$ cat config.mk
export PLATFORM = sky130hd
export DESIGN_NAME = servo_status_frame_parser
export DESIGN_NICKNAME = d
export VERILOG_FILES = /design/src/rtl/ssfp_pkg.sv /design/src/rtl/ssfp_ram.sv /design/src/rtl/servo_status_frame_parser.sv
export SDC_FILE = /design/constraint.sdc
export NUM_CORES = 1
export LEC_CHECK = 0
export BUFFER_PORTS_ARGS = -buffer_cell sky130_fd_sc_hd__buf_2
export CORE_MARGIN = 10
export CORE_UTILIZATION = 40
export CTS_BUF_LIST = sky130_fd_sc_hd__clkbuf_8 sky130_fd_sc_hd__clkbuf_16
export DETAILED_ROUTE_END_ITERATION = 12
export GPL_TIMING_DRIVEN = 0
export PLACE_DENSITY_LB_ADDON = 0.25
export SLEW_MARGIN = 20
export SYNTH_ARGS = -nofsm -noshare
export SYNTH_HDL_FRONTEND = slang
export SYNTH_SLANG_ARGS = --single-unit
export TNS_END_PERCENT = 100
$ cat constraint.sdc
create_clock -name i_clk -period 11 [get_ports i_clk]
set_input_delay 1.1 -clock i_clk [delete_from_list [all_inputs] [get_ports i_clk]]
set_output_delay 1.1 -clock i_clk [all_outputs]
set_load 0.01 [all_outputs]
$ cat src/rtl/ssfp_pkg.sv
// Shared types and constants for the servo status frame parser.
// Depends on nothing; imported by the top level and the testbench.
package ssfp_pkg;

    localparam int SLOTS     = 4;
    localparam int MAX_FRAME = 32;
    localparam int SLOT_W    = (SLOTS > 1) ? $clog2(SLOTS) : 1;
    localparam int CNT_W     = 6;
    localparam int CFG_N     = 4;
    localparam int CFG_IDX_W = 2;
    localparam int BODY_N    = 3;

    localparam logic [7:0] HDR_BYTE = 8'hFF;
    localparam logic [7:0] MIN_LEN  = 8'd2;
    localparam logic [7:0] POS_LEN  = 8'd4;
    // frame length is LEN plus two header bytes, ID and LEN bytes; LEN counts body and checksum bytes
    localparam logic [7:0] OVERHEAD = 8'd4;
    // first body byte sits at this frame position
    localparam logic [CNT_W-1:0] BODY_POS = CNT_W'(4);
    localparam logic [CNT_W-1:0] POS_ID   = CNT_W'(2);
    localparam logic [CNT_W-1:0] POS_LENB = CNT_W'(3);
    localparam logic [CNT_W-1:0] CNT_HDR1 = CNT_W'(1);
    localparam logic [CNT_W-1:0] CNT_LIM  = CNT_W'(MAX_FRAME);

    typedef enum logic [1:0] {
        ST_KNOWN   = 2'd0,
        ST_UNKNOWN = 2'd1,
        ST_CKSUM   = 2'd2
    } t_frame_status;

    typedef struct packed {
        logic [15:0] position;
        logic        pos_known;
        logic [7:0]  status;
        logic [31:0] good_count;
        logic [31:0] ck_count;
    } t_slot_rec;

    localparam int REC_W = $bits(t_slot_rec);

endpackage

$ cat src/rtl/ssfp_ram.sv
// Generic single-write, single-read synchronous RAM with registered read data.
// No dependencies; read data holds while the read enable is low.
module ssfp_ram #(
    parameter int WIDTH = 8,
    parameter int DEPTH = 4,
    localparam int ADDR_W = (DEPTH > 1) ? $clog2(DEPTH) : 1
) (
    input  logic              i_clk,
    input  logic              i_we,
    input  logic [ADDR_W-1:0] i_waddr,
    input  logic [WIDTH-1:0]  i_wdata,
    input  logic              i_re,
    input  logic [ADDR_W-1:0] i_raddr,
    output logic [WIDTH-1:0]  o_rdata
);

    logic [WIDTH-1:0] r_mem [DEPTH];
    logic [WIDTH-1:0] r_rdata;

    always_ff @(posedge i_clk) begin
        if (i_we) begin
            r_mem[i_waddr] <= i_wdata;
        end
        if (i_re) begin
            r_rdata <= r_mem[i_raddr];
        end
    end

    assign o_rdata = r_rdata;

endmodule

$ cat src/rtl/servo_status_frame_parser.sv
// Servo status frame parser: one received byte per cycle unless stalled, one result per frame.
// After its checksum byte is accepted, a result goes through the slot RAM read, then
// the update and output register. Throughput: one byte per cycle;
// input stalls only while a finished result is blocked behind a stalled output.
// Reset (synchronous, active low) clears the parser, slot IDs to 1..4, slot valid
// bits and handshake state; slot RAM entries read as zero until first written.
module servo_status_frame_parser
    import ssfp_pkg::*;
(
    input  logic                 i_clk,
    input  logic                 i_rst_n,
    input  logic                 i_rx_valid,
    output logic                 o_rx_stall,
    input  logic [7:0]           i_rx_byte,
    output logic                 o_res_valid,
    input  logic                 i_res_stall,
    output logic [1:0]           o_frame_status,
    output logic [7:0]           o_frame_id,
    output logic                 o_slot_hit,
    output logic [1:0]           o_slot_index,
    output logic [7:0]           o_status_byte,
    output logic                 o_position_reply,
    output logic [15:0]          o_position,
    output logic                 o_position_known,
    output logic [31:0]          o_rx_frames,
    output logic [31:0]          o_checksum_errors,
    input  logic                 i_cfg_we,
    input  logic [CFG_IDX_W-1:0] i_cfg_index,
    input  logic [7:0]           i_cfg_data
);

    // configuration
    logic [7:0] r_cfg [CFG_N];

    // parser state
    logic [CNT_W-1:0] r_byte_count, n_byte_count;
    logic [CNT_W-1:0] r_exp_size, n_exp_size;
    logic [7:0]       r_sum, n_sum;
    logic [7:0]       r_frame_id, n_frame_id;
    logic [7:0]       r_len, n_len;
    logic [7:0]       r_body [BODY_N];
    logic             r_seen [SLOTS];

    // frame end stage
    logic              a_end;
    logic              a_good;
    logic              a_hit;
    logic [SLOT_W-1:0] a_slot;

    logic              r_b_valid;
    logic              r_b_good;
    logic              r_b_hit;
    logic [SLOT_W-1:0] r_b_slot;
    logic [7:0]        r_b_id;
    logic [7:0]        r_b_status;
    logic              r_b_pos_reply;
    logic [15:0]       r_b_pos;
    logic              b_go;

    logic [REC_W-1:0]  ram_rdata;
    t_slot_rec         rec_old, rec_new;
    logic              ram_we;
    t_frame_status     b_status;

    // output register
    logic              r_o_valid;
    t_frame_status     r_o_status;
    logic [7:0]        r_o_id;
    logic              r_o_hit;
    logic [SLOT_W-1:0] r_o_slot;
    logic [7:0]        r_o_status_byte;
    logic              r_o_pos_reply;
    t_slot_rec         r_o_rec;

    logic rx_acc;

    assign b_go       = !r_o_valid || !i_res_stall;
    assign o_rx_stall = r_b_valid && !b_go;
    assign rx_acc     = i_rx_valid && !o_rx_stall;

    always_comb begin
        n_byte_count = r_byte_count;
        n_exp_size   = r_exp_size;
        n_sum        = r_sum;
        n_frame_id   = r_frame_id;
        n_len        = r_len;
        a_end        = 1'b0;
        a_good       = (i_rx_byte == ~r_sum);
        if (rx_acc) begin
            priority if (r_byte_count == '0) begin
                if (i_rx_byte == HDR_BYTE) begin
                    n_byte_count = CNT_HDR1;
                end
            end else if (r_byte_count == CNT_HDR1) begin
                if (i_rx_byte == HDR_BYTE) begin
                    n_byte_count = POS_ID;
                end else begin
                    n_byte_count = '0;
                    n_exp_size   = '0;
                    n_sum        = '0;
                end
            end else if (r_byte_count >= CNT_LIM) begin
                n_byte_count = (i_rx_byte == HDR_BYTE) ? CNT_HDR1 : '0;
                n_exp_size   = '0;
                n_sum        = '0;
            end else begin
                n_byte_count = r_byte_count + CNT_W'(1);
                priority if (r_byte_count == POS_ID) begin
                    n_frame_id = i_rx_byte;
                    n_sum      = r_sum + i_rx_byte;
                end else if (r_byte_count == POS_LENB) begin
                    n_len = i_rx_byte;
                    n_sum = r_sum + i_rx_byte;
                    if (i_rx_byte < MIN_LEN
                        || ({1'b0, i_rx_byte} + {1'b0, OVERHEAD}) > 9'(MAX_FRAME)) begin
                        // drop the frame and resynchronize
                        n_byte_count = '0;
                        n_exp_size   = '0;
                        n_sum        = '0;
                    end else begin
                        n_exp_size = CNT_W'(i_rx_byte + OVERHEAD);
                    end
                end else if (CNT_W'(r_byte_count + CNT_W'(1)) != r_exp_size) begin
                    n_sum = r_sum + i_rx_byte;
                end else begin
                    // checksum byte closes the frame
                    a_end        = 1'b1;
                    n_byte_count = '0;
                    n_exp_size   = '0;
                    n_sum        = '0;
                end
            end
        end
    end

    // lowest matching slot wins
    always_comb begin
        a_hit  = 1'b0;
        a_slot = '0;
        for (int k = SLOTS - 1; k >= 0; k--) begin
            if (((k < CFG_N) ? r_cfg[k] : 8'(k + 1)) == r_frame_id) begin
                a_hit  = 1'b1;
                a_slot = SLOT_W'(k);
            end
        end
    end

    ssfp_ram #(
        .WIDTH (REC_W),
        .DEPTH (SLOTS)
    ) u_slot_ram (
        .i_clk   (i_clk),
        .i_we    (ram_we),
        .i_waddr (r_b_slot),
        .i_wdata (rec_new),
        .i_re    (a_end),
        .i_raddr (a_slot),
        .o_rdata (ram_rdata)
    );

    always_comb begin
        rec_old = r_seen[r_b_slot] ? t_slot_rec'(ram_rdata) : '0;
        rec_new = rec_old;
        if (r_b_good) begin
            rec_new.status     = r_b_status;
            rec_new.good_count = rec_old.good_count + 32'd1;
            if (r_b_pos_reply && r_b_status == '0) begin
                rec_new.position  = r_b_pos;
                rec_new.pos_known = 1'b1;
            end
        end else begin
            rec_new.ck_count = rec_old.ck_count + 32'd1;
        end
        if (!r_b_good) begin
            b_status = ST_CKSUM;
        end else if (r_b_hit) begin
            b_status = ST_KNOWN;
        end else begin
            b_status = ST_UNKNOWN;
        end
    end

    assign ram_we = r_b_valid && b_go && r_b_hit;

    always_ff @(posedge i_clk) begin
        if (!i_rst_n) begin
            for (int i = 0; i < CFG_N; i++) begin
                r_cfg[i] <= 8'(i + 1);
            end
            for (int i = 0; i < SLOTS; i++) begin
                r_seen[i] <= 1'b0;
            end
            r_byte_count <= '0;
            r_exp_size   <= '0;
            r_sum        <= '0;
            r_frame_id   <= '0;
            r_len        <= '0;
            r_b_valid    <= 1'b0;
            r_o_valid    <= 1'b0;
        end else begin
            if (i_cfg_we) begin
                r_cfg[i_cfg_index] <= i_cfg_data;
            end
            r_byte_count <= n_byte_count;
            r_exp_size   <= n_exp_size;
            r_sum        <= n_sum;
            r_frame_id   <= n_frame_id;
            r_len        <= n_len;
            if (ram_we) begin
                r_seen[r_b_slot] <= 1'b1;
            end
            // hold the finished frame while the output is blocked
            if (a_end) begin
                r_b_valid <= 1'b1;
            end else if (b_go) begin
                r_b_valid <= 1'b0;
            end
            if (r_b_valid && b_go) begin
                r_o_valid <= 1'b1;
            end else if (!i_res_stall) begin
                r_o_valid <= 1'b0;
            end
        end
    end

    // payload registers
    always_ff @(posedge i_clk) begin
        if (rx_acc && r_byte_count >= BODY_POS && r_byte_count < CNT_LIM && !a_end) begin
            for (int j = 0; j < BODY_N; j++) begin
                if (r_byte_count == BODY_POS + CNT_W'(j)) begin
                    r_body[j] <= i_rx_byte;
                end
            end
        end
        if (a_end) begin
            r_b_good      <= a_good;
            r_b_hit       <= a_hit;
            r_b_slot      <= a_slot;
            r_b_id        <= r_frame_id;
            r_b_status    <= r_body[0];
            r_b_pos_reply <= a_good && (r_len == POS_LEN);
            r_b_pos       <= {r_body[1], r_body[2]};
        end
        if (r_b_valid && b_go) begin
            r_o_status      <= b_status;
            r_o_id          <= r_b_id;
            r_o_hit         <= r_b_hit;
            r_o_slot        <= r_b_hit ? r_b_slot : '0;
            r_o_status_byte <= r_b_status;
            r_o_pos_reply   <= r_b_pos_reply;
            r_o_rec         <= r_b_hit ? rec_new : '0;
        end
    end

    assign o_res_valid       = r_o_valid;
    assign o_frame_status    = r_o_status;
    assign o_frame_id        = r_o_id;
    assign o_slot_hit        = r_o_hit;
    assign o_slot_index      = 2'(r_o_slot);
    assign o_status_byte     = r_o_status_byte;
    assign o_position_reply  = r_o_pos_reply;
    assign o_position        = r_o_rec.position;
    assign o_position_known  = r_o_rec.pos_known;
    assign o_rx_frames       = r_o_rec.good_count;
    assign o_checksum_errors = r_o_rec.ck_count;

`ifndef SYNTHESIS
    // a frame is at least six bytes, so two read-modify-writes never overlap
    a_no_overlap: assert property (@(posedge i_clk) disable iff (!i_rst_n)
        r_b_valid |-> !a_end)
        else $error("frame end while previous slot update pending");

    a_count_range: assert property (@(posedge i_clk) disable iff (!i_rst_n)
        r_byte_count < CNT_LIM)
        else $error("byte count ran past the frame limit");

    a_known_hit: assert property (@(posedge i_clk) disable iff (!i_rst_n)
        (r_o_valid && r_o_status == ST_KNOWN) |-> r_o_hit)
        else $error("known-slot status without a slot hit");

    a_miss_zero: assert property (@(posedge i_clk) disable iff (!i_rst_n)
        (r_o_valid && !r_o_hit) |-> (r_o_rec == '0 && r_o_slot == '0))
        else $error("slot fields nonzero on an unmatched frame");

    a_update_once: assert property (@(posedge i_clk) disable iff (!i_rst_n)
        ram_we |=> !ram_we)
        else $error("slot record written on consecutive cycles");
`endif

endmodule

==> results of run 1 <==
-- power groups by stage --
stage	registers [mW]	clock network (mW)	logic, mW
CTS	2.73	2.21	0.238
global placement	2.80	0	0.224
detailed placement	2.78	0	0.237
global route	2.73	2.31	0.261
floorplan	2.79	0	0.151
finish	2.73	2.15	0.236
-- worst max path at each step --
stage                     start                       to  slack (ns)  cells after the start
global route        i_res_stall  u_slot_ram.r_mem[2][50]        7.62                     12
finish              i_res_stall  u_slot_ram.r_mem[2][50]        7.79                     12
CTS                 i_res_stall  u_slot_ram.r_mem[2][48]        7.75                     12
global placement    i_res_stall             r_body[0][2]       -7.13                      8
floorplan           i_res_stall                     flop        0.02                      6
detailed placement  i_res_stall  u_slot_ram.r_mem[2][48]        7.10                     12
-- area by class of cell --
type | instances | area [um^2]
Sequential cell | 645 | 18900
Buffer | 73 | 392
Clock buffer | 73 | 1780
Multi-Input combinational cell | 929 | 6840
Inverter | 13 | 48.8
Timing Repair Buffer | 176 | 1180
Fill cell | 5585 | 34000
Clock inverter | 50 | 334
Tap cell | 855 | 1070
-- critical path: cells and delay by family --
kind                   cells  cell delay (ns)
AND/OR/NAND/NOR            4             0.89
buffers and inverters      8             1.53
-- layer usage --
layer | wire length, um | part of all wire
met3 | 2710 | 0.047
met1 | 24600 | 0.43
met5 | 0 | 0
met4 | 1280 | 0.022
met2 | 29100 | 0.50
-- state kept, by name (all words and copies together), names as in the netlist, 16 cells and up, named ones only --
register	cells
o_checksum_errors	32
o_position	16
o_rx_frames	32
r_b_pos	16
r_body	24
r_cfg	32
u_slot_ram.o_rdata	81
u_slot_ram.r_mem	324
-- cells in the final DEF (no fill, tap or decap), types with 6 or more instances in the layout --
cell type  netlist  routed
nand4_1         25      25
inv_1           11      26
o21ai_0         16      16
ha_1            16      16
mux2i_1        253     253
and4_1           8       8
nor4_1          10      10
buf_2           16     143
clkinv_2         0      16
edfxtp_1       602     602
nand2_1         85      85
nand2b_1        10      10
and3_1          23      22
xnor2_1         48      48
a21oi_1         32      32
and2_1          95      94
dfxtp_1         43      43
nor3_1          15      13
clkbuf_1        32      32
a21o_1           6       6
clkbuf_16        0      69
nor2_1         110     109
buf_6            4      15
nand3_1         28      28
buf_4           18      48
xor2_1          57      57
a22o_1          16      16
-- logic make-up (layout without fill, tap and decap cells) --
logic type,count (synthesis),after routing,share of synthesized area
AOI/OAI and AO/OA,106,106,0.0273
xor gates and xnor gates,106,106,0.0357
adders and majority gates,17,17,0.00841
buffers and inverters,86,385,0.0168
DFF,645,645,0.723
muxes,259,259,0.0997
and+or+nand+nor,441,441,0.0888
-- cells in the mapped netlist (6+ instances only) --
master / count / area share
edfxtp_1: 602 / 0.69
mux2i_1: 253 / 0.097
nor2_1: 110 / 0.016
and2_1: 95 / 0.023
nand2_1: 85 / 0.012
xor2_1: 57 / 0.019
xnor2_1: 48 / 0.016
dfxtp_1: 43 / 0.033
a21oi_1: 32 / 0.0061
clkbuf_1: 32 / 0.0046
nand3_1: 28 / 0.0054
nand4_1: 25 / 0.0060
and3_1: 23 / 0.0055
buf_4: 18 / 0.0052
a22o_1: 16 / 0.0054
buf_2: 16 / 0.0031
ha_1: 16 / 0.0076
o21ai_0: 16 / 0.0031
nor3_1: 15 / 0.0029
inv_1: 11 / 0.0016
nand2b_1: 10 / 0.0024
nor4_1: 10 / 0.0024
and4_1: 8 / 0.0027
a21o_1: 6 / 0.0017
-- through the flow --
step	instance area, um^2	power (mW)
after floorplan	26200	2.94
after detailed placement	28500	3.02
after global placement	27900	3.02
after CTS	30600	5.17
final	30600	5.12
after global routing	30600	5.30
==> metrics.yaml, run 1 <==
drt:
  drt_wl_total_um: 57700
  drtIter0Drc: 929
  post_drt_via_cell_ratio: 5.09
  drc: 0
  drt_first_pass_iters: 4
  wire_per_inst_um: 20.5
  via_count: 14300
  antenna_left: 0
sta:
  finalSetupViolCount: 0
  hold_ws_ns: 0.417
  slew_headroom: 0.319
  slew_violations: 0
  fin_setup_tns_ns: 0
  final_hold_viol_count: 0
  worst_slack_ns: 7.79
  fin_skew_ns: 0.0208
  timing.fmax_mhz: 311
  worst_pin_slew_ns: 1.02
  rsz0062_at_grt: "false"
  fin_crit_ns: 3.21
  min_period_over_period: 0.292
final_layout:
  diodes: 0
  syn_to_final_growth_pct: 16.8
  nNetsFinal: 1947
  layout-drive-gt1-share: 0.176
  final_cells: 2814
  postLayoutCoreUtil: 0.474
critical_path:
  cp_common_cell: "buf_4"
  cp_max_fo: 43
  ff2ff_setup_slack_ns: 7.83
  crit_arrival_ns: 3.51
  crit_required_ns: 11.30
  crit_path_end_kind: "flop"
  criticalPathCategory: "in -> reg"
  critical-path-max-stage-delay_ns: 0.40
  r2r-start: "r_b_good"
  r2r_end: "o_position[8]"
  startpoint_type: "input pin"
  r2r_cells: 9
  crit_chain: "buf_2 -> nand2_1 -> and2_4 -> buf_16 -> nand2_1 -> nor3b_2 -> buf_4 -> buf_6 -> buf_4 -> buf_4 -> buf_6 -> buf_4"
  crit_slowest_cell: "nor3b_2"
clock_tree:
  cts-buffers-inserted: 69
  cts_hold_buf: 0
  root_buffer: "clkbuf_16"
  htreeDepth: 3
  postCtsResizedCells: 0
  clkLatencyLatePin_ns: 0.61
  cts.clk_slew.worst_paths_ns: 0.06
  max-clock-path-buffers: 3
  cts_setup_buffers: 0
  cts_tree: "done"
  clock_sinks: 645
synthesis:
  async_flop_share: 0
  synth_cells: 1660
  synth_fp_nets: 1700
  syn-mean-instance-area_um2: 15.8
  ys_seq_area_frac: 0.723
  synth_edf_count: 602
  synth.distinct_cells: 66
  yosys_warnings: 0
  netlist_area_um2: 26200
  synth_ff_type: "edfxtp_1"
  ys_ff_latch: 645
die:
  fp.dieH_um: 276
  dieWidth_um: 276
  initial_core_util: 0.405
  rows: 93
  ios: 128
  coreArea_um2: 64600
  die-area_um2: 76100
pwr:
  p_per_area_nw_per_um2: 167
  combinationalPowerShare: 0.046
  switching_share: 0.218
  p_int_mw: 4.00
  switchingPower_mw: 1.12
  leakagePower_nw: 10.2
  peakVddDrop_mv: 0.106
  power_frac_seq: 0.534
  pwr-share-clk: 0.420
placed_design:
  gp_congestion: 0.851
  dp_hpwl_um: 39200
  port_buffers: 127
  dp_cells: 2691
  dp_worst_setup_slack_ns: 7.10
flow_run:
  max-cap-violations: 0
hold_path:
  hp-class: "reg -> reg"
  hold_start: "r_body[0][22]"
  min_to: "r_b_pos[6]"
  whs_path_depth: 0
grt:
  grt_pass1_vias: 14700
  met3_usage: 0.0267
  grt.busiest_layer: "met2"
  track_usage: 0.151
  antenna_found_initial: 0
  grt_pass1_wl_um: 87300
  grt_overflow: 0
  grt_max_degree: 55
  met1_usage: 0.187
  met2_usage: 0.262
outcome:
  status: "finished, final reports clean"
(Power assumes the default switching activity.)
==> inputs of run 2 (changes only) <==
==> constraint.sdc (replaced) <==
create_clock -name i_clk -period 2.8 [get_ports i_clk]
set_input_delay 0.28 -clock i_clk [delete_from_list [all_inputs] [get_ports i_clk]]
set_output_delay 0.28 -clock i_clk [all_outputs]
set_load 0.01 [all_outputs]
==> run 2 against run 1 <==
  * Critical path depth decreased by 3
  * Via count increased by 0.70%
  * Largest cell class unchanged
  * Die area unchanged
  * Largest power group unchanged
  * Wire length increased by 1.6%
  * Register-to-register slack got worse by 7.7 ns
  * Sequential power increased to 3.9 times the previous value
  * Critical path type is now reg -> reg
==> metrics.yaml, run 2 (same netlist as run 1, synthesis figures left out) <==
outcome:
  status: "finished, final reports clean"
die:
  rows: 93
  dieWidth_um: 276
  die-area_um2: 76100
  ios: 128
  initial_core_util: 0.405
  coreArea_um2: 64600
  fp.dieH_um: 276
grt:
  grt_pass1_wl_um: 89300
  track_usage: 0.154
  grt_pass1_vias: 14800
  grt_max_degree: 42
  grt_overflow: 0
  antenna_found_initial: 0
clock_tree:
  cts_tree: "done"
  root_buffer: "clkbuf_16"
  htreeDepth: 3
  cts-buffers-inserted: 70
  clock_sinks: 645
  clkLatencyLatePin_ns: 0.60
  max-clock-path-buffers: 3
  cts.clk_slew.worst_paths_ns: 0.06
critical_path:
  criticalPathCategory: "reg -> reg"
  cp_max_fo: 7
  crit_arrival_ns: 3.06
  crit_chain: "mux4_2 -> and2_1 -> ha_1 -> nand3_2 -> nor4_4 -> buf_4 -> nand3_1 -> xor2_2 -> and2_1"
  crit_slowest_cell: "mux4_2"
  cp_common_cell: "and2_1"
  startpoint_type: "flop"
  critical-path-max-stage-delay_ns: 0.45
  crit_path_end_kind: "flop"
  crit_required_ns: 3.15
pwr:
  p_per_area_nw_per_um2: 662
  leakagePower_nw: 10.4
  peakVddDrop_mv: 0.434
  p_total_mw: 20.6
drt:
  drt_wl_total_um: 58600
  post_drt_via_cell_ratio: 5.12
  drtIter0Drc: 963
  wire_per_inst_um: 20.9
  drt_first_pass_iters: 5
  drc: 0
  via_count: 14400
  antenna_left: 0
sta:
  slew_headroom: 0.381
  worst_pin_slew_ns: 0.929
  timing.fmax_mhz: 370
  fin_skew_ns: 0.0202
  min_period_over_period: 0.966
  fin_crit_ns: 2.71
  finalSetupViolCount: 0
  slew_violations: 0
  final_hold_viol_count: 0
placed_design:
  port_buffers: 127
  dp_hpwl_um: 39200
  gp_congestion: 0.826
final_layout:
  final_cell_mix: "edfxtp_1 (602), mux2i_1 (253), buf_2 (136)"
  postLayoutCoreUtil: 0.482
  syn_to_final_growth_pct: 18.8
  layout-drive-gt1-share: 0.198
  nNetsFinal: 1942
  nFillCells: 5541
  largest_reg_flops: 324
  layout_commonest_cell: "edfxtp_1"
  regMostFlops: "u_slot_ram.r_mem"
hold_path:
  hold_start: "i_cfg_data[4]"
  hp-class: "in -> reg"
flow_run:
  max-cap-violations: 0
run 2: changes by cell type in the layout (fill, tap and decap cells not counted), moves of 11 or more:
cell      delta
buf_8       +17
clkinv_1    +11
dfxtp_1     -11
inv_1       -11
clkbuf_1    -14
run 2: critical path: cells and delay by family, from the launching register on:
kind	cells	cell delay, ns
flip-flops	1	0.33
XOR/XNOR	1	0.20
multiplexers	1	0.45
AND/OR/NAND/NOR	5	1.04
buffers and inverters	1	0.19
adder cells (fa/ha/maj)	1	0.24
run 2: timing repair:
item                                    CTS  global route
gates resized for setup                  19            23
endpoints found under the setup margin  297           199
gates cloned                              0             0
hold buffers                              6             0
pin swaps                                 7             3
setup buffers                            10             4
hold endpoints to repair                  9             0
run 2: power breakdown:
group	total [mW]	switching (mW)	leakage [nW]	internal, mW
Combinational	1.01	0.622	3.30	0.390
Sequential	10.7	0.0988	5.93	10.6
Clock	8.85	3.72	1.12	5.14
run 2: path summary, 6_finish.rpt:
path / endpoint / slack, ns / cells after the start
worst min-delay path: r_cfg[1][4] / 0.04 / 2
worst max-delay path: o_checksum_errors[28] / 0.09 / 9
worst max register to register: o_checksum_errors[28] / 0.09 / 9
worst min register to register: r_b_status[6] / 0.42 / 0
run 2: area by class of cell:
type	instances	area, um^2	share of cell area
sequential	645	19000	0.609
tap	855	1070	0.0344
clock buffer	76	1850	0.0593
antenna	1	2.50	0.0000804
buffer	62	385	0.0124
clock inverter	50	368	0.0118
inverter	13	51.3	0.00165
multi-input combinational	929	7020	0.226
timing repair buffer	181	1410	0.0454
run 2: layer usage:
layer	global-route usage	vias up	share of wire
li1	-	6732	-
met1	0.203	7258	0.44
met2	0.256	343	0.49
met3	0.0293	77	0.055
met4	0.0445	0	0.017
met5	0	-	0
run 2: stage by stage:
step           cells  hold slack (ns)  setup slack (ns)  TNS [ns]  cell area [um^2]
3_5_place_dp    2676            0.407            -0.475    -57.21             28600
4_1_cts         2808          0.00259            0.0141         0             31000
6_report        2812           0.0381            0.0944         0             31100
3_3_place_gp    2642            0.402             -4.43  -1380.97             28000
5_1_grt         2811           0.0265           -0.0145   -0.0145             31100
2_1_floorplan   1660            0.379             -1.86   -402.51             26300
==> inputs of run 3 (changes only) <==
--- a/config.mk
+++ b/config.mk
@@ -5,6 +5,7 @@
 export SDC_FILE = /design/constraint.sdc
 export NUM_CORES = 1
 export LEC_CHECK = 0
+export ABC_AREA = 1
 export BUFFER_PORTS_ARGS = -buffer_cell sky130_fd_sc_hd__buf_2
 export CORE_MARGIN = 10
 export CORE_UTILIZATION = 40
==> run 3 against run 2 <==
  * Worst hold slack worse by 0.0081 ns
  * Largest cell class unchanged
  * Die area up 7.6%
  * Largest power group unchanged
  * Highest routed layer is now met5
  * Synthesized cell count up 48%
  * Critical endpoint is now o_rx_frames[24]
==> metrics.yaml, run 3 <==
flow_run:
  max-cap-violations: 0
synthesis:
  synthAdderAreaFrac: 0.00777
  synth.distinct_cells: 43
  muxShareOfSynthArea: 0
  synthMostInstantiatedCell: "edfxtp_1"
  synth_top_area_frac: 0.638
  synth_edf_count: 602
  synth_cells: 2462
  synthSimpleGateAreaFrac: 0.155
  synth_fp_nets: 2502
  ys_ff_latch: 645
  synth_commonest_cells: "edfxtp_1 (602), nand2_1 (589), inv_1 (343)"
  ys_seq_area_frac: 0.669
  synth_top_family_by_area: "simple AND/OR/NAND/NOR gates"
  yosys_warnings: 0
  syn-mean-instance-area_um2: 11.5
  async_flop_share: 0
  synth_compound_area_frac: 0.0837
  netlist_area_um2: 28300
  yosysTopAreaCell: "edfxtp_1"
  synth_area_leaders: "edfxtp_1 (64%), nand2_1 (7.8%), inv_1 (4.5%), o211ai_2 (4.4%), dfxtp_1 (3.0%)"
  synth-xor-area-share: 0.0179
  synth_ff_type: "edfxtp_1"
sta:
  min_period_over_period: 0.962
  final_hold_viol_count: 0
  slew_violations: 0
  fin_skew_ns: 0.0256
  fin_setup_tns_ns: 0
  worst_pin_slew_ns: 0.907
  slew_headroom: 0.389
  timing.fmax_mhz: 371
  fin_crit_ns: 2.69
  finalSetupViolCount: 0
  hold_ws_ns: 0.0300
  worst_slack_ns: 0.108
final_layout:
  final_cells: 3718
  largest_reg_flops: 324
  layout-drive-gt1-share: 0.216
  stdcell_area_um2: 33700
  regMostFlops: "u_slot_ram.r_mem"
  postLayoutCoreUtil: 0.480
  nNetsFinal: 2763
  final_cell_mix: "edfxtp_1 (602), nand2_1 (574), inv_1 (342)"
  syn_to_final_growth_pct: 18.9
  layout_commonest_cell: "edfxtp_1"
  diodes: 0
die:
  die-area_um2: 81900
  ios: 128
  dieWidth_um: 286
  fp.dieH_um: 286
  initial_core_util: 0.404
  rows: 97
  coreArea_um2: 70100
hold_path:
  hp-class: "in -> reg"
clock_tree:
  cts_tree: "done"
  root_buffer: "clkbuf_16"
  cts-buffers-inserted: 71
  clock_sinks: 645
  max-clock-path-buffers: 3
  clkLatencyLatePin_ns: 0.61
  cts.clk_slew.worst_paths_ns: 0.06
  htreeDepth: 3
drt:
  drt_first_pass_iters: 7
  drtIter0Drc: 1450
  antenna_left: 0
  wire_per_inst_um: 19.5
  post_drt_via_cell_ratio: 4.99
  drt_wl_total_um: 72500
  drc: 0
  via_count: 18500
grt:
  grt_overflow: 0
  grt_pass1_wl_um: 110000
  grt_max_degree: 35
  antenna_found_initial: 2
  grt_pass1_vias: 18700
  track_usage: 0.174
critical_path:
  crit_required_ns: 3.14
  critical-path-max-stage-delay_ns: 0.32
  crit_slowest_cell: "dfxtp_1"
  cp_max_fo: 10
  startpoint_type: "flop"
  crit_path_end_kind: "flop"
  crit_chain: "inv_1 -> nand2_1 -> nand3_4 -> nand2_4 -> buf_12 -> buf_8 -> nor2_2 -> ha_1 -> nand2_2 -> inv_2 -> nand3_4 -> nor2_4 -> nand3_4 -> nor2_4 -> buf_12 -> nand2_2 -> xnor2_4 -> nor2_1"
  cp.buffers_inverters: 5
  crit_arrival_ns: 3.03
  criticalPathCategory: "reg -> reg"
  cp_top_family: "simple AND/OR/NAND/NOR gates"
  cp_common_cell: "nand3_4"
placed_design:
  dpl_cell_area_um2: 30900
  dp_cells: 3566
  dp_hpwl_um: 50700
  gp_congestion: 0.886
  port_buffers: 127
  dp_worst_setup_slack_ns: -0.711
pwr:
  switchingPower_mw: 4.12
  switching_share: 0.205
  pwr-share-clk: 0.460
  power_frac_seq: 0.520
  p_per_area_nw_per_um2: 598
  combinationalPowerShare: 0.020
  p_total_mw: 20.1
  p_int_mw: 16.0
  peakVddDrop_mv: 0.451
  leakagePower_nw: 13.5
outcome:
  status: "finished, final reports clean"
[run 3: cell count changes in the layout (fill, tap and decap cells not counted), sizes merged, moves of 16 or more]
cell | before | now
a21oi | 32 | 86
a22o | 16 | 0
and2 | 96 | 2
and3 | 23 | 1
buf | 214 | 234
inv | 24 | 365
mux2i | 253 | 0
nand2 | 85 | 590
nand3 | 29 | 88
nor2 | 110 | 244
o211ai | 0 | 163
or2 | 1 | 17
xnor2 | 48 | 17
xor2 | 58 | 40
[run 3: repair_timing]
| item | in CTS | in global routing |
|---|---|---|
| gates cloned | 0 | 0 |
| gates resized for setup | 34 | 65 |
| hold endpoints to repair | 9 | 0 |
| pin swaps | 13 | 15 |
| endpoints found under the setup margin | 310 | 225 |
| setup buffers | 11 | 7 |
| hold buffers | 6 | 0 |
[run 3: cell families (layout without fill, tap and decap cells)]
logic type                 Yosys count  after routing
AOI/OAI and AO/OA                  290            290
adders and majority gates           17             17
DFF                                645            645
and+or+nand+nor                   1008           1008
xor gates and xnor gates            57             57
buffers and inverters              445            761
[run 3: cell type report]
class | count | area (um^2)
clock inverter | 54 | 457
sequential | 645 | 18900
tap | 940 | 1180
clock buffer | 74 | 1840
inverter | 354 | 1340
fill | 6323 | 36500
buffer | 91 | 627
multi-input combinational | 1372 | 7800
timing repair buffer | 188 | 1490
[run 3: metal layers]
layer	up-vias	GRT usage	part of all wire
met3	131	0.0307	0.056
met5	-	0	0.000097
li1	8870	-	-
met1	9032	0.219	0.43
met4	2	0.0522	0.023
met2	502	0.300	0.49
[run 3: worst min-delay path, stage by stage]
cell and delay, ns:
buf_2 0.07, inv_1 0.09, nand3_1 0.08
[run 3: power groups by stage]
stage	Combinational, mW	Sequential, mW	Clock [mW]
2_1_floorplan	0.239	10.7	0
3_3_place_gp	0.371	10.7	0
3_5_place_dp	0.380	10.7	0
4_1_cts	0.396	10.5	9.47
5_1_grt	0.436	10.5	9.88
6_report	0.398	10.5	9.25
[run 3: final timing paths]
check	startpoint	end	slack (ns)	cells after the start
worst min register to register	r_body[0][22]	r_b_pos[6]	0.41	0
worst max-delay path	flop	o_rx_frames[24]	0.11	18
worst max register to register	flop	o_rx_frames[24]	0.11	18
worst min-delay path	i_cfg_data[2]	r_cfg[3][2]	0.03	3
